### src/gds_pkg.sv
// ----------------------------------------------------------------------------
// gds_pkg
// Shared types and constants for the grayscale darken and statistics block.
// ----------------------------------------------------------------------------
package gds_pkg;

    // Image geometry and queue sizing defaults
    localparam int IMAGE_SIDE_DEFAULT = 8;
    localparam int FIFO_DEPTH_DEFAULT = 4;

    // Config port
    localparam int CFG_DATA_W = 32;
    localparam int CFG_ADDR_W = 3;
    localparam logic REG_DARKEN_PERCENT = 1'b0;

    // Scaling: pix * (100 - pct) / 100, divide done as multiply by 2^19/100.
    // Exact for every product up to 255 * 100.
    localparam logic [7:0]  PCT_FULL    = 8'd100;
    localparam logic [12:0] SCALE_RECIP = 13'd5243;
    localparam int          SCALE_SHIFT = 19;

    localparam int PROD_W = 15;
    localparam int POS_W  = 6;
    localparam int PIX_W  = 8;

    // Item handed from the front end to the back end
    typedef struct packed {
        logic [PROD_W-1:0] prod;
        logic [POS_W-1:0]  pos;
        logic              first;
        logic              last;
    } gds_item_t;

    // Result produced by the back end
    typedef struct packed {
        logic [PIX_W-1:0] pixel_out;
        logic             stats_valid;
        logic [PIX_W-1:0] min_value;
        logic [POS_W-1:0] min_position;
        logic [PIX_W-1:0] max_value;
        logic [POS_W-1:0] max_position;
        logic [PIX_W-1:0] mean_value;
    } gds_result_t;

endpackage

### src/gds_front.sv
// ----------------------------------------------------------------------------
// gds_front
// Accepts pixels, tracks raster position and forms the unscaled product.
// ----------------------------------------------------------------------------
module gds_front #(
    parameter int IMAGE_SIDE = gds_pkg::IMAGE_SIDE_DEFAULT
) (
    input  logic                 clk,
    input  logic                 rst_n,
    input  logic [7:0]           darken_percent,
    input  logic                 pixel_valid,
    output logic                 pixel_ready,
    input  logic [7:0]           pixel_data,
    output logic                 item_valid,
    input  logic                 item_ready,
    output gds_pkg::gds_item_t   item
);

    localparam int PIXEL_COUNT = IMAGE_SIDE * IMAGE_SIDE;
    localparam int CNT_W       = (PIXEL_COUNT > 1) ? $clog2(PIXEL_COUNT) : 1;

    logic [CNT_W-1:0]   cnt_reg;
    logic [CNT_W-1:0]   cnt_next;
    logic [CNT_W+5:0]   cnt_ext;
    logic [6:0]         factor;
    logic               accept;
    logic               is_last;

    assign pixel_ready = item_ready;
    assign item_valid  = pixel_valid;
    assign accept      = pixel_valid && item_ready;
    assign is_last     = (cnt_reg == CNT_W'(PIXEL_COUNT - 1));
    assign cnt_ext     = {6'b0, cnt_reg};

    // Percent of 100 or more zeroes every pixel
    assign factor = (darken_percent >= gds_pkg::PCT_FULL) ? 7'd0
                  : 7'(gds_pkg::PCT_FULL - darken_percent);

    always_comb
    begin
        item.prod  = {7'b0, pixel_data} * {8'b0, factor};
        item.pos   = cnt_ext[5:0];
        item.first = (cnt_reg == '0);
        item.last  = is_last;
    end

    always_comb
    begin
        cnt_next = cnt_reg;
        if (accept)
        begin
            cnt_next = is_last ? '0 : cnt_reg + CNT_W'(1);
        end
    end

    always_ff @(posedge clk or negedge rst_n)
    begin
        if (!rst_n)
        begin
            cnt_reg <= '0;
        end
        else
        begin
            cnt_reg <= cnt_next;
        end
    end

endmodule

### src/gds_fifo.sv
// ----------------------------------------------------------------------------
// gds_fifo
// Short queue between the front end and the back end.
// ----------------------------------------------------------------------------
module gds_fifo #(
    parameter int DEPTH = gds_pkg::FIFO_DEPTH_DEFAULT
) (
    input  logic                 clk,
    input  logic                 rst_n,
    input  logic                 push_valid,
    output logic                 push_ready,
    input  gds_pkg::gds_item_t   push_item,
    output logic                 pop_valid,
    input  logic                 pop_ready,
    output gds_pkg::gds_item_t   pop_item
);

    localparam int PTR_W = (DEPTH > 1) ? $clog2(DEPTH) : 1;
    localparam int CNT_W = $clog2(DEPTH + 1);

    gds_pkg::gds_item_t mem [DEPTH];

    logic [PTR_W-1:0] wr_ptr_reg;
    logic [PTR_W-1:0] wr_ptr_next;
    logic [PTR_W-1:0] rd_ptr_reg;
    logic [PTR_W-1:0] rd_ptr_next;
    logic [CNT_W-1:0] count_reg;
    logic [CNT_W-1:0] count_next;
    logic             push;
    logic             pop;

    assign push_ready = (count_reg != CNT_W'(DEPTH));
    assign pop_valid  = (count_reg != '0);
    assign push       = push_valid && push_ready;
    assign pop        = pop_valid && pop_ready;
    assign pop_item   = mem[rd_ptr_reg];

    always_comb
    begin
        wr_ptr_next = wr_ptr_reg;
        rd_ptr_next = rd_ptr_reg;
        count_next  = count_reg;
        if (push)
        begin
            wr_ptr_next = (wr_ptr_reg == PTR_W'(DEPTH - 1)) ? '0 : wr_ptr_reg + PTR_W'(1);
        end
        if (pop)
        begin
            rd_ptr_next = (rd_ptr_reg == PTR_W'(DEPTH - 1)) ? '0 : rd_ptr_reg + PTR_W'(1);
        end
        if (push && !pop)
        begin
            count_next = count_reg + CNT_W'(1);
        end
        else if (pop && !push)
        begin
            count_next = count_reg - CNT_W'(1);
        end
    end

    always_ff @(posedge clk)
    begin
        if (push)
        begin
            mem[wr_ptr_reg] <= push_item;
        end
    end

    always_ff @(posedge clk or negedge rst_n)
    begin
        if (!rst_n)
        begin
            wr_ptr_reg <= '0;
            rd_ptr_reg <= '0;
            count_reg  <= '0;
        end
        else
        begin
            wr_ptr_reg <= wr_ptr_next;
            rd_ptr_reg <= rd_ptr_next;
            count_reg  <= count_next;
        end
    end

endmodule

### src/gds_back.sv
// ----------------------------------------------------------------------------
// gds_back
// Scales pixels, keeps running min/max/sum and computes the image mean.
// ----------------------------------------------------------------------------
module gds_back #(
    parameter int IMAGE_SIDE = gds_pkg::IMAGE_SIDE_DEFAULT
) (
    input  logic                  clk,
    input  logic                  rst_n,
    input  logic                  item_valid,
    output logic                  item_ready,
    input  gds_pkg::gds_item_t    item,
    output logic                  result_valid,
    input  logic                  result_ready,
    output gds_pkg::gds_result_t  result
);

    localparam int PIXEL_COUNT = IMAGE_SIDE * IMAGE_SIDE;
    localparam int CNT_W       = (PIXEL_COUNT > 1) ? $clog2(PIXEL_COUNT) : 1;
    localparam int SUM_W       = 8 + CNT_W;
    localparam int MP_W        = 2 * SUM_W + 1;
    localparam int SP_W        = gds_pkg::PROD_W + 13;
    // floor(2^SUM_W / N): quotient estimate is exact or one low
    localparam logic [SUM_W:0] MEAN_RECIP = (SUM_W + 1)'((64'd1 << SUM_W) / PIXEL_COUNT);

    // Stage 1: scaled pixel
    logic        s1_v_reg;
    logic [7:0]  s1_pix_reg;
    logic [5:0]  s1_pos_reg;
    logic        s1_first_reg;
    logic        s1_last_reg;

    // Running statistics
    logic [7:0]       run_min_reg;
    logic [7:0]       run_min_next;
    logic [5:0]       run_min_idx_reg;
    logic [5:0]       run_min_idx_next;
    logic [7:0]       run_max_reg;
    logic [7:0]       run_max_next;
    logic [5:0]       run_max_idx_reg;
    logic [5:0]       run_max_idx_next;
    logic [SUM_W-1:0] run_sum_reg;
    logic [SUM_W-1:0] run_sum_next;

    // Stage 2: statistics snapshot
    logic             s2_v_reg;
    logic [7:0]       s2_pix_reg;
    logic             s2_last_reg;
    logic [7:0]       s2_min_reg;
    logic [5:0]       s2_min_idx_reg;
    logic [7:0]       s2_max_reg;
    logic [5:0]       s2_max_idx_reg;
    logic [SUM_W-1:0] s2_sum_reg;

    // Stage 3: mean estimate
    logic             s3_v_reg;
    logic [7:0]       s3_pix_reg;
    logic             s3_last_reg;
    logic [7:0]       s3_min_reg;
    logic [5:0]       s3_min_idx_reg;
    logic [7:0]       s3_max_reg;
    logic [5:0]       s3_max_idx_reg;
    logic [SUM_W-1:0] s3_sum_reg;
    logic [7:0]       s3_q0_reg;

    // Output register
    logic                  out_v_reg;
    gds_pkg::gds_result_t  out_reg;
    gds_pkg::gds_result_t  out_next;

    logic rdy_out;
    logic rdy3;
    logic rdy2;
    logic rdy1;
    logic load1;
    logic load2;
    logic load3;
    logic load_out;

    logic [SP_W-1:0]        scale_prod;
    logic [MP_W-1:0]        mean_prod;
    logic [SUM_W+7:0]       q0_times_n;
    logic [SUM_W+7:0]       mean_rem;
    logic [7:0]             mean_fix;

    assign rdy_out = !out_v_reg || result_ready;
    assign rdy3    = !s3_v_reg || rdy_out;
    assign rdy2    = !s2_v_reg || rdy3;
    assign rdy1    = !s1_v_reg || rdy2;

    assign item_ready = rdy1;
    assign load1      = item_valid && rdy1;
    assign load2      = s1_v_reg && rdy2;
    assign load3      = s2_v_reg && rdy3;
    assign load_out   = s3_v_reg && rdy_out;

    assign result_valid = out_v_reg;
    assign result       = out_reg;

    assign scale_prod = {13'b0, item.prod} * {gds_pkg::PROD_W'(0), gds_pkg::SCALE_RECIP};
    assign mean_prod  = {(SUM_W + 1)'(0), s2_sum_reg} * {SUM_W'(0), MEAN_RECIP};
    assign q0_times_n = {SUM_W'(0), s3_q0_reg} * (SUM_W + 8)'(PIXEL_COUNT);
    assign mean_rem   = {8'b0, s3_sum_reg} - q0_times_n;
    assign mean_fix   = (mean_rem >= (SUM_W + 8)'(PIXEL_COUNT)) ? s3_q0_reg + 8'd1 : s3_q0_reg;

    // Running statistics update; first pixel overwrites, ties keep the earlier one
    always_comb
    begin
        if (s1_first_reg)
        begin
            run_min_next     = s1_pix_reg;
            run_min_idx_next = '0;
            run_max_next     = s1_pix_reg;
            run_max_idx_next = '0;
            run_sum_next     = SUM_W'(s1_pix_reg);
        end
        else
        begin
            run_min_next     = run_min_reg;
            run_min_idx_next = run_min_idx_reg;
            run_max_next     = run_max_reg;
            run_max_idx_next = run_max_idx_reg;
            if (s1_pix_reg < run_min_reg)
            begin
                run_min_next     = s1_pix_reg;
                run_min_idx_next = s1_pos_reg;
            end
            if (s1_pix_reg > run_max_reg)
            begin
                run_max_next     = s1_pix_reg;
                run_max_idx_next = s1_pos_reg;
            end
            run_sum_next = run_sum_reg + SUM_W'(s1_pix_reg);
        end
    end

    always_comb
    begin
        out_next.pixel_out    = s3_pix_reg;
        out_next.stats_valid  = s3_last_reg;
        out_next.min_value    = '0;
        out_next.min_position = '0;
        out_next.max_value    = '0;
        out_next.max_position = '0;
        out_next.mean_value   = '0;
        if (s3_last_reg)
        begin
            out_next.min_value    = s3_min_reg;
            out_next.min_position = s3_min_idx_reg;
            out_next.max_value    = s3_max_reg;
            out_next.max_position = s3_max_idx_reg;
            out_next.mean_value   = mean_fix;
        end
    end

    // Valid bits and running state
    always_ff @(posedge clk or negedge rst_n)
    begin
        if (!rst_n)
        begin
            s1_v_reg        <= 1'b0;
            s2_v_reg        <= 1'b0;
            s3_v_reg        <= 1'b0;
            out_v_reg       <= 1'b0;
            run_min_reg     <= '0;
            run_min_idx_reg <= '0;
            run_max_reg     <= '0;
            run_max_idx_reg <= '0;
            run_sum_reg     <= '0;
        end
        else
        begin
            if (rdy1)
            begin
                s1_v_reg <= item_valid;
            end
            if (rdy2)
            begin
                s2_v_reg <= s1_v_reg;
            end
            if (rdy3)
            begin
                s3_v_reg <= s2_v_reg;
            end
            if (rdy_out)
            begin
                out_v_reg <= s3_v_reg;
            end
            if (load2)
            begin
                run_min_reg     <= run_min_next;
                run_min_idx_reg <= run_min_idx_next;
                run_max_reg     <= run_max_next;
                run_max_idx_reg <= run_max_idx_next;
                run_sum_reg     <= run_sum_next;
            end
        end
    end

    // Payload
    always_ff @(posedge clk)
    begin
        if (load1)
        begin
            s1_pix_reg   <= scale_prod[gds_pkg::SCALE_SHIFT +: 8];
            s1_pos_reg   <= item.pos;
            s1_first_reg <= item.first;
            s1_last_reg  <= item.last;
        end
        if (load2)
        begin
            s2_pix_reg     <= s1_pix_reg;
            s2_last_reg    <= s1_last_reg;
            s2_min_reg     <= run_min_next;
            s2_min_idx_reg <= run_min_idx_next;
            s2_max_reg     <= run_max_next;
            s2_max_idx_reg <= run_max_idx_next;
            s2_sum_reg     <= run_sum_next;
        end
        if (load3)
        begin
            s3_pix_reg     <= s2_pix_reg;
            s3_last_reg    <= s2_last_reg;
            s3_min_reg     <= s2_min_reg;
            s3_min_idx_reg <= s2_min_idx_reg;
            s3_max_reg     <= s2_max_reg;
            s3_max_idx_reg <= s2_max_idx_reg;
            s3_sum_reg     <= s2_sum_reg;
            s3_q0_reg      <= mean_prod[SUM_W +: 8];
        end
        if (load_out)
        begin
            out_reg <= out_next;
        end
    end

endmodule

### src/gray_darken_and_statistics.sv
// ----------------------------------------------------------------------------
// gray_darken_and_statistics
// Grayscale pixel darkening with per-image min, max and mean.
// ----------------------------------------------------------------------------
// Takes one pixel per cycle from the input stream while the output is not
// stalled, scales it by (100 - darken_percent) / 100 and returns one result
// per pixel; the last pixel of each IMAGE_SIDE x IMAGE_SIDE image also
// carries the darkest and brightest values with their first positions and
// the truncated mean (tuser = 1). The pixel lands in the input queue at the
// accepting edge, then passes the scale, statistics, mean estimate and mean
// correction/output stages. The running min/max/sum update sets the per-item
// pace. Positions wrap at 64. darken_percent sits at byte address 0.
module gray_darken_and_statistics #(
    parameter int IMAGE_SIDE = gds_pkg::IMAGE_SIDE_DEFAULT,
    parameter int FIFO_DEPTH = gds_pkg::FIFO_DEPTH_DEFAULT
) (
    input  logic                            clk,
    input  logic                            rst_n,
    // config port
    input  logic                            psel,
    input  logic                            penable,
    input  logic                            pwrite,
    input  logic [gds_pkg::CFG_ADDR_W-1:0]  paddr,
    input  logic [gds_pkg::CFG_DATA_W-1:0]  pwdata,
    output logic [gds_pkg::CFG_DATA_W-1:0]  prdata,
    output logic                            pready,
    // input stream
    input  logic                            s_tvalid,
    output logic                            s_tready,
    input  logic [7:0]                      s_tdata,   // [7:0] pixel_in
    // output stream
    output logic                            m_tvalid,
    input  logic                            m_tready,
    // [7:0] pixel_out, [15:8] min_value, [21:16] min_position,
    // [29:22] max_value, [35:30] max_position, [43:36] mean_value, [47:44] zero
    output logic [47:0]                     m_tdata,
    output logic                            m_tuser    // [0] stats_valid
);

    logic [7:0]            darken_percent_reg;
    logic [7:0]            darken_percent_next;
    logic                  reg_sel;

    logic                  front_valid;
    logic                  front_ready;
    gds_pkg::gds_item_t    front_item;
    logic                  queue_valid;
    logic                  queue_ready;
    gds_pkg::gds_item_t    queue_item;
    gds_pkg::gds_result_t  res;

    // Register decode by word index
    assign reg_sel = (paddr[gds_pkg::CFG_ADDR_W-1:2] == gds_pkg::REG_DARKEN_PERCENT);
    assign pready  = 1'b1;
    assign prdata  = reg_sel ? {24'b0, darken_percent_reg} : '0;

    always_comb
    begin
        darken_percent_next = darken_percent_reg;
        if (psel && penable && pwrite && reg_sel)
        begin
            darken_percent_next = pwdata[7:0];
        end
    end

    always_ff @(posedge clk or negedge rst_n)
    begin
        if (!rst_n)
        begin
            darken_percent_reg <= '0;
        end
        else
        begin
            darken_percent_reg <= darken_percent_next;
        end
    end

    gds_front #(
        .IMAGE_SIDE (IMAGE_SIDE)
    ) u_front (
        .clk            (clk),
        .rst_n          (rst_n),
        .darken_percent (darken_percent_reg),
        .pixel_valid    (s_tvalid),
        .pixel_ready    (s_tready),
        .pixel_data     (s_tdata),
        .item_valid     (front_valid),
        .item_ready     (front_ready),
        .item           (front_item)
    );

    gds_fifo #(
        .DEPTH (FIFO_DEPTH)
    ) u_fifo (
        .clk        (clk),
        .rst_n      (rst_n),
        .push_valid (front_valid),
        .push_ready (front_ready),
        .push_item  (front_item),
        .pop_valid  (queue_valid),
        .pop_ready  (queue_ready),
        .pop_item   (queue_item)
    );

    gds_back #(
        .IMAGE_SIDE (IMAGE_SIDE)
    ) u_back (
        .clk          (clk),
        .rst_n        (rst_n),
        .item_valid   (queue_valid),
        .item_ready   (queue_ready),
        .item         (queue_item),
        .result_valid (m_tvalid),
        .result_ready (m_tready),
        .result       (res)
    );

    assign m_tdata = {4'b0, res.mean_value, res.max_position, res.max_value,
                      res.min_position, res.min_value, res.pixel_out};
    assign m_tuser = res.stats_valid;

endmodule
### config.mk
export PLATFORM = sky130hd
export DESIGN_NAME = gray_darken_and_statistics
export DESIGN_NICKNAME = d
export VERILOG_FILES = /design/src/gds_pkg.sv /design/src/gds_front.sv /design/src/gds_fifo.sv /design/src/gds_back.sv /design/src/gray_darken_and_statistics.sv
export SDC_FILE = /design/constraint.sdc
export NUM_CORES = 1
export LEC_CHECK = 0
export BUFFER_PORTS_ARGS = -buffer_cell sky130_fd_sc_hd__buf_2
export CAP_MARGIN = 40
export CORE_MARGIN = 10
export CORE_UTILIZATION = 50
export DETAILED_ROUTE_END_ITERATION = 7
export HOLD_SLACK_MARGIN = 0.03
export PLACE_DENSITY = 0.71
export SYNTH_ARGS = -nofsm -noshare
export SYNTH_HDL_FRONTEND = slang
export SYNTH_SLANG_ARGS = --single-unit
### constraint.sdc
create_clock -name clk -period 5.4 [get_ports clk]
set_input_delay 0.27 -clock clk [delete_from_list [all_inputs] [get_ports clk]]
set_output_delay 0.27 -clock clk [all_outputs]
set_load 0.005 [all_outputs]
==> results of run 1 <==
==> placed cells by master, fill, tap and decap left out, types with 29 or more instances in the layout <==
cell / count
sky130_fd_sc_hd__nor2_1: 43
sky130_fd_sc_hd__buf_4: 68
sky130_fd_sc_hd__o21ai_0: 37
sky130_fd_sc_hd__dfrtp_1: 67
sky130_fd_sc_hd__mux2_2: 32
sky130_fd_sc_hd__ha_1: 126
sky130_fd_sc_hd__and2_1: 45
sky130_fd_sc_hd__clkbuf_16: 35
sky130_fd_sc_hd__conb_1: 29
sky130_fd_sc_hd__fa_1: 91
sky130_fd_sc_hd__inv_1: 146
sky130_fd_sc_hd__a21oi_1: 30
sky130_fd_sc_hd__buf_2: 79
sky130_fd_sc_hd__and3_1: 47
sky130_fd_sc_hd__nand2_1: 57
sky130_fd_sc_hd__edfxtp_1: 243
==> logic make-up after synthesis <==
logic type               count (synthesis)  synth area share (%)
AND/OR/NAND/NOR                        285                 8.437
XOR/XNOR                                38                 1.841
other                                    2               0.04154
adder cells (fa/ha/maj)                262                 22.25
buffers and inverters                  231                 5.502
multiplexers                            80                 6.437
flip-flops                             310                 49.64
AO/OA/AOI/OAI                          162                 5.856
==> final cells by class <==
| class | instances | area (um2) |
|---|---|---|
| sequential | 310 | 8974 |
| inverter | 166 | 625.6 |
| clock buffer | 46 | 957.2 |
| timing repair buffer | 174 | 1291 |
| fill | 2677 | 14250 |
| tap | 461 | 576.8 |
| multi-input combinational | 856 | 8841 |
| clock inverter | 16 | 138.9 |
==> through the flow <==
step	std cells	cell area, um2	utilization (%)	TNS (ns)
after floorplan	1397	18190	-	-0.03481
after detailed placement	1929	19330	54.21	-0.7619
after global placement	1925	19240	53.96	0
final	2029	21400	60.03	0
after global routing	2029	21400	60.03	-0.7804
after CTS	2004	20620	57.82	-0.09633
==> critical path, delay by kind of cell, from the launching register on <==
kind                     cells  cell delay (ns)
multiplexers                 1             0.59
adder cells (fa/ha/maj)      6             2.39
flip-flops                   1             0.40
buffers and inverters        6             0.69
AND/OR/NAND/NOR              4             0.80
AO/OA/AOI/OAI                1             0.12
XOR/XNOR                     1             0.15
==> how the worst min path moves through the flow <==
stage / to / startpoint
after floorplan: darken_percent_reg[0] / rst_n
after global placement: u_back.s3_q0_reg[2] / u_back.s2_sum_reg[8]
after detailed placement: darken_percent_reg[5] / rst_n
after CTS: u_back.s3_v_reg / m_tready
after global routing: u_back.s3_v_reg / m_tready
final: u_back.s3_v_reg / m_tready
==> timing repair <==
| item | 4_1_cts | 5_1_grt |
|---|---|---|
| cloned | 0 | 1 |
| hold buffers | 9 | 0 |
| resized for setup | 12 | 114 |
| buffers inserted | 4 | 24 |
| endpoints found under the setup margin | 8 | 28 |
| hold endpoints to repair | 75 | 0 |
| pin swaps | 1 | 71 |
==> per-layer routing <==
metal	up-vias	track usage [%]	part of all wire, %
met5	-	0	0
met4	0	4.022	2.2
met3	55	2.760	3.7
met2	172	27.14	52
met1	5277	18.04	42
li1	5146	-	-
==> reports/summary.log, run 1 <==
INFO  timing         hold_ws=0.1735ns
INFO  critical_path  crit-reg2reg-capture=u_back.s1_pix_reg[3]
INFO  critical_path  cpPeakStageDelay=0.59ns
INFO  timing         worst_clock_skew=0.02288ns
INFO  cells_and_area drive_gt1_share=24.43%
INFO  status         outcome=finished clean
INFO  route          routed_wl=34.32mm
INFO  logic_synthesis synth-seq-area-share=49.64%
INFO  timing         setup_viol=0
INFO  route          detail_route.wl_per_cell=16.92um
INFO  global_routing grt_first_pass_wirelength=55.08mm
INFO  cells_and_area area_delta_synth_final=18.40%
INFO  logic_synthesis post_synth_num_cell_types=62
INFO  floorplan      horizontal_die_dimension=210.1um
INFO  route          drt_iter0_markers=507
INFO  floorplan      die_area=0.04416mm2
INFO  logic_synthesis synth_edf_count=243
INFO  global_routing vias_in_the_first_global_route=11,140
INFO  timing         drv_slew=0
INFO  critical_path  critPathLaunchType=flop
INFO  floorplan      rows=69
INFO  timing         max_slew_margin=48.96%
INFO  logic_synthesis post-synth-top-count-cell=sky130_fd_sc_hd__edfxtp_1
INFO  timing         achievable-frequency=185.4MHz
INFO  cts            cts_made_buffers=34
INFO  critical_path  critPathMaxFanout=7
INFO  logic_synthesis synth-async-reset-ratio=21.61%
INFO  critical_path  cells_on_worst_reg2reg_path=19
INFO  logic_synthesis synth.ff_latch_count=310
INFO  cts            path_clk_slew=0.06ns
INFO  cells_and_area n_antenna_cell=0
INFO  logic_synthesis leading_cell_types_by_total_area_after_synthesis=sky130_fd_sc_hd__edfxtp_1 40%, sky130_fd_sc_hd__ha_1 11%, sky130_fd_sc_hd__fa_1 11%, sky130_fd_sc_hd__dfrtp_1 9.3%, sky130_fd_sc_hd__inv_1 3.4%
INFO  floorplan      core=0.03566mm2
INFO  critical_path  worst-setup-path-type=reg2reg
INFO  placement      dp.final_hpwl=23.95mm
INFO  floorplan      die_h=210.1um
INFO  cells_and_area largest_register_ff_count=92
INFO  cts            clkLatencyLatePin=0.53ns
INFO  timing         finalWorstPathRequiredPeriod=5.393ns
INFO  cts            cts_tree=yes
INFO  route          drc=0
INFO  logic_synthesis syn_area_per_cell=13.20um2
INFO  timing         grt_setup_unrepaired=true
INFO  global_routing grt-ovfl-total=0
INFO  logic_synthesis synth_top_area_share=40.37%
INFO  placement      placement.io_buffers=78
INFO  floorplan      io_pins=134
INFO  critical_path  critPathCaptureType=flop
INFO  critical_path  cpMaxStageDelayCell=sky130_fd_sc_hd__mux4_2
INFO  route          detail-route-antenna-nets=0
INFO  floorplan      start_util=50.70%
INFO  critical_path  worstPathArrival=5.67ns
INFO  placement      finalWeightedCongestion=0.8414
INFO  logic_synthesis ys_top_cells_by_count=243 x sky130_fd_sc_hd__edfxtp_1, 166 x sky130_fd_sc_hd__inv_1, 163 x sky130_fd_sc_hd__ha_1
INFO  global_routing antenna_found_initial=0
INFO  critical_path  worstSetupEndpoint=u_back.s1_pix_reg[3]
INFO  cts            tritoncts_num_sinks=310
INFO  flow_run       cap_violations=0
INFO  timing         post-route-worst-setup-slack=0.007370ns
INFO  cts            ctsRootBufferMaster=sky130_fd_sc_hd__clkbuf_16
INFO  global_routing largest_net_degree_at_the_start_of_global_routing=70
INFO  route          drtPass1Iterations=4
INFO  cts            cts-root-to-sink-buffers=3
INFO  critical_path  rrSetupSlack=0.007ns
INFO  critical_path  worstSetupStartpoint=u_fifo.rd_ptr_reg[0]
INFO  placement      pre_cts_ws=-0.1265ns
INFO  critical_path  worst_r2r_startpoint=u_fifo.rd_ptr_reg[0]
INFO  logic_synthesis netlist_area=0.01808mm2
INFO  logic_synthesis dominantRegCellSynth=sky130_fd_sc_hd__edfxtp_1
INFO  logic_synthesis yosys_warnings=0
INFO  cells_and_area final_nets=1,854
INFO  worst_hold_path min_path_cells=3
INFO  critical_path  worstPathCellList=buf_12 > mux4_2 > buf_4 > inv_1 > fa_1 > inv_1 > ha_1 > inv_1 > fa_1 > inv_1 > fa_1 > fa_1 > ha_4 > nand3_4 > nor2_4 > or4b_4 > nand4_4 > a41oi_2 > xnor2_1
INFO  cts            cts_htree_levels=2
INFO  route          vias_per_cell=5.249
INFO  timing         hold_viol=0
INFO  critical_path  cp_data_required_time=5.68ns
INFO  global_routing grt_util_all_layers=15.02%
INFO  route          dr_total_vias=10,650
INFO  timing         finalCritPeriodShare=99.86%
INFO  timing         worstMarginPinSlew=0.7605ns
INFO  logic_synthesis syn_inst=1,370
INFO  logic_synthesis synth_area_leader_cell=sky130_fd_sc_hd__edfxtp_1
INFO  worst_hold_path hp-class=in2reg
Power of run 1 is not shown: default switching activity piles up to over one toggle a cycle in this logic, so the estimate is an artifact.
==> run 2: changes to the inputs <==
==> constraint.sdc (replaced) <==
create_clock -name clk -period 4.5 [get_ports clk]
set_input_delay 0.225 -clock clk [delete_from_list [all_inputs] [get_ports clk]]
set_output_delay 0.225 -clock clk [all_outputs]
set_load 0.005 [all_outputs]
==> run 2 against run 1 <==
Effect of this change: the flow now finishes with violations (setup timing); critical path type unchanged; worst hold slack lost 0.040 ns; cell area grew 2.4%; non-clock buffer count grew 56; clock skew is essentially flat; count of clock-buffer cells in the layout shrank 5; worst setup slack lost 0.76 ns; via count grew 2.5%.
==> reports/summary.log, run 2 (synthesis results as in run 1) <==
INFO  status         outcome=finished, violations left [was finished clean]
INFO  status         violations=setup timing
INFO  critical_path  cpMaxStageDelayCell=sky130_fd_sc_hd__fa_1 [was sky130_fd_sc_hd__mux4_2]
INFO  critical_path  worst_path_dominant_cell_family=adder cells [unchanged]
INFO  route          detail-route-antenna-nets=0 [unchanged]
INFO  floorplan      start_util=50.70% [unchanged]
INFO  floorplan      die_h=210.1um [unchanged]
INFO  worst_hold_path worst_hold_startpoint=s_tvalid [was m_tready]
INFO  critical_path  worstPathCellList=buf_12 > mux4_2 > buf_12 > ha_4 > fa_1 > fa_1 > fa_1 > inv_1 > fa_1 > inv_1 > ha_4 > nand4_1 > or4b_4 > nand4_4 > a41oi_2 > xnor2_1 [was buf_12 > mux4_2 > buf_4 > inv_1 > fa_1 > inv_1 > ha_1 > inv_1 > fa_1 > inv_1 > fa_1 > fa_1 > ha_4 > nand3_4 > nor2_4 > or4b_4 > nand4_4 > a41oi_2 > xnor2_1]
INFO  route          drt_iter0_markers=493 [was 507]
INFO  critical_path  rrSetupSlack=-0.75ns [was 0.007 ns]
INFO  timing         worst_clock_skew=0.02294ns [was 0.02288 ns]
INFO  cells_and_area area_delta_synth_final=21.23% [was 18.40%]
INFO  global_routing antenna_found_initial=0 [unchanged]
INFO  timing         post-route-worst-setup-slack=-0.7508ns [was 0.007370 ns]
INFO  flow_run       cap_violations=0 [unchanged]
INFO  cells_and_area largest_register_ff_count=92 [unchanged]
INFO  cts            clkLatencyLatePin=0.52ns [was 0.53 ns]
INFO  cts            cts_tree=yes [unchanged]
INFO  floorplan      core=0.03566mm2 [unchanged]
INFO  critical_path  worstPathArrival=5.50ns [was 5.67 ns]
INFO  placement      pre_cts_ws=-0.7900ns [was -0.1265 ns]
INFO  critical_path  worst_r2r_startpoint=u_fifo.rd_ptr_reg[0] [unchanged]
INFO  timing         hold_viol=0 [unchanged]
INFO  cells_and_area sequential_cell_area=0.008975mm2 [was 0.008974 mm2]
INFO  timing         max_slew_margin=54.73% [was 48.96%]
INFO  worst_hold_path hp-class=in2reg [unchanged]
INFO  global_routing grt_first_pass_wirelength=57.10mm [was 55.08 mm]
INFO  timing         finalWorstPathRequiredPeriod=5.251ns [was 5.393 ns]
INFO  global_routing largest_net_degree_at_the_start_of_global_routing=70 [unchanged]
INFO  timing         achievable-frequency=190.4MHz [was 185.4 MHz]
INFO  floorplan      io_pins=134 [unchanged]
INFO  route          vias_per_cell=5.235 [was 5.249]
INFO  cells_and_area filler_cell_count=2,687 [was 2,677]
INFO  cells_and_area layout.cells.non_filler=2,085 [was 2,029]
INFO  critical_path  worst-setup-path-type=reg2reg [unchanged]
INFO  cts            cts-root-to-sink-buffers=3 [unchanged]
INFO  floorplan      rows=69 [unchanged]
INFO  timing         finalCritPeriodShare=116.7% [was 99.86%]
INFO  timing         grt_setup_unrepaired=true [unchanged]
INFO  floorplan      horizontal_die_dimension=210.1um [unchanged]
INFO  critical_path  critPathLaunchType=flop [unchanged]
INFO  critical_path  cells_on_worst_reg2reg_path=16 [was 19]
INFO  placement      placement.io_buffers=78 [unchanged]
INFO  cts            tritoncts_num_sinks=310 [unchanged]
INFO  cells_and_area mostFrequentLayoutCells=243 x sky130_fd_sc_hd__edfxtp_1, 154 x sky130_fd_sc_hd__inv_1, 137 x sky130_fd_sc_hd__ha_1 [was 243 x sky130_fd_sc_hd__edfxtp_1, 146 x sky130_fd_sc_hd__inv_1, 126 x sky130_fd_sc_hd__ha_1]
INFO  critical_path  crit-reg2reg-capture=u_back.s1_pix_reg[3] [unchanged]
INFO  cts            cts_made_buffers=34 [unchanged]
INFO  placement      dp.cells=1,989 [was 1,929]
INFO  cells_and_area n_antenna_cell=0 [unchanged]
INFO  route          detail_route.wl_per_cell=16.54um [was 16.92 um]
INFO  critical_path  cpMostUsedCell=sky130_fd_sc_hd__fa_1
INFO  cells_and_area final_instance_area=0.02192mm2 [was 0.02140 mm2]
INFO  cells_and_area final_nets=1,910 [was 1,854]
INFO  cells_and_area multi_input_comb_area=0.008950mm2 [was 0.008841 mm2]
INFO  critical_path  critPathCaptureType=flop [unchanged]
INFO  timing         setup_viol=44 [was 0]
INFO  global_routing grt_util_all_layers=15.58% [was 15.02%]
INFO  placement      dp.final_hpwl=24.85mm [was 23.95 mm]
INFO  global_routing vias_in_the_first_global_route=11,550 [was 11,140]
INFO  placement      finalWeightedCongestion=0.8704 [was 0.8414]
INFO  critical_path  cp_data_required_time=4.75ns [was 5.68 ns]
INFO  global_routing grt-ovfl-total=0 [unchanged]
INFO  cts            path_clk_slew=0.06ns [about the same]
INFO  critical_path  cp_num_buf_inv=4 [was 6]
INFO  critical_path  cpPeakStageDelay=0.58ns [was 0.59 ns]
INFO  floorplan      die_area=0.04416mm2 [unchanged]
INFO  timing         finalSetupTns=-16.41ns [was 0 ns]
INFO  cells_and_area mostFrequentLayoutCell=sky130_fd_sc_hd__edfxtp_1 [unchanged]
INFO  route          drc=0 [unchanged]
INFO  timing         worstMarginPinSlew=0.6791ns [was 0.7605 ns]
INFO  worst_hold_path whs_endpoint=u_front.cnt_reg[0] [was u_back.s3_v_reg]
INFO  cts            ctsRootBufferMaster=sky130_fd_sc_hd__clkbuf_16 [unchanged]
INFO  route          drtPass1Iterations=5 [was 4]
INFO  critical_path  worstSetupStartpoint=u_fifo.rd_ptr_reg[0] [unchanged]
INFO  route          routed_wl=34.49mm [was 34.32 mm]
INFO  critical_path  critPathMaxFanout=6 [was 7]
INFO  placement      place_area=0.02005mm2 [was 0.01933 mm2]
INFO  cells_and_area drive_gt1_share=26.91% [was 24.43%]
INFO  worst_hold_path min_path_cells=4 [was 3]
INFO  cts            cts_htree_levels=2 [unchanged]
INFO  timing         drv_slew=0 [unchanged]
INFO  route          dr_total_vias=10,910 [was 10,650]
run 2: cell types whose count changed in the layout (fill, tap and decap cells not counted), sizes merged:
cell / previous run / this run
bufinv: 1 / 2
inv: 170 / 169
clkinv: 9 / 14
clkbuf: 46 / 42
buf: 165 / 220
run 2: metrics by stage:
stage,hold WS (ns),utilization (%)
4_1_cts,0.1183,60.48
6_report,0.1338,61.47
3_5_place_dp,0.2299,56.23
3_3_place_gp,0.4016,55.97
2_1_floorplan,-0.07059,-
5_1_grt,0.1408,61.47
run 2: metal layers:
metal	share of wire (%)	up-vias	global-route usage [%]
met3	4.1	45	2.745
met1	42	5429	18.96
met4	1.6	0	3.422
met5	0	-	0
met2	52	194	28.26
li1	-	5246	-
run 2: cell type report:
cell class / instances / share of cell area [%]
clock buffers: 41 / 4.048
clock inverters: 21 / 0.8392
inverters: 166 / 2.855
multi-input cells: 856 / 40.84
flip-flops and latches: 310 / 40.95
well taps: 461 / 2.632
repair buffers: 230 / 7.839
run 2: worst max-delay path by stage:
stage	endpoint	slack, ns	depth (start not counted)
3_3_place_gp	u_back.s1_pix_reg[4]	-0.71	15
3_5_place_dp	u_back.s1_pix_reg[3]	-0.79	18
4_1_cts	u_back.s1_pix_reg[3]	-0.76	16
5_1_grt	u_back.s1_pix_reg[3]	-0.92	19
2_1_floorplan	u_back.s1_pix_reg[3]	-0.67	19
6_report	u_back.s1_pix_reg[3]	-0.75	16
run 2: timing repair:
item | in CTS | in global routing
setup endpoints to repair | 44 | 48
hold endpoints to repair | 28 | 0
gates resized for setup | 49 | 38
setup buffers | 10 | 15
pin swaps | 25 | 20
hold buffers | 9 | 0
cloned | 0 | 1
run 2: tightest hold or removal path: stages:
cell and delay, ns:
sky130_fd_sc_hd__buf_2 0.12, sky130_fd_sc_hd__nand2_1 0.08, sky130_fd_sc_hd__or3_1 0.10, sky130_fd_sc_hd__o21ai_0 0.06
Power of run 2 is left out for the same reason.
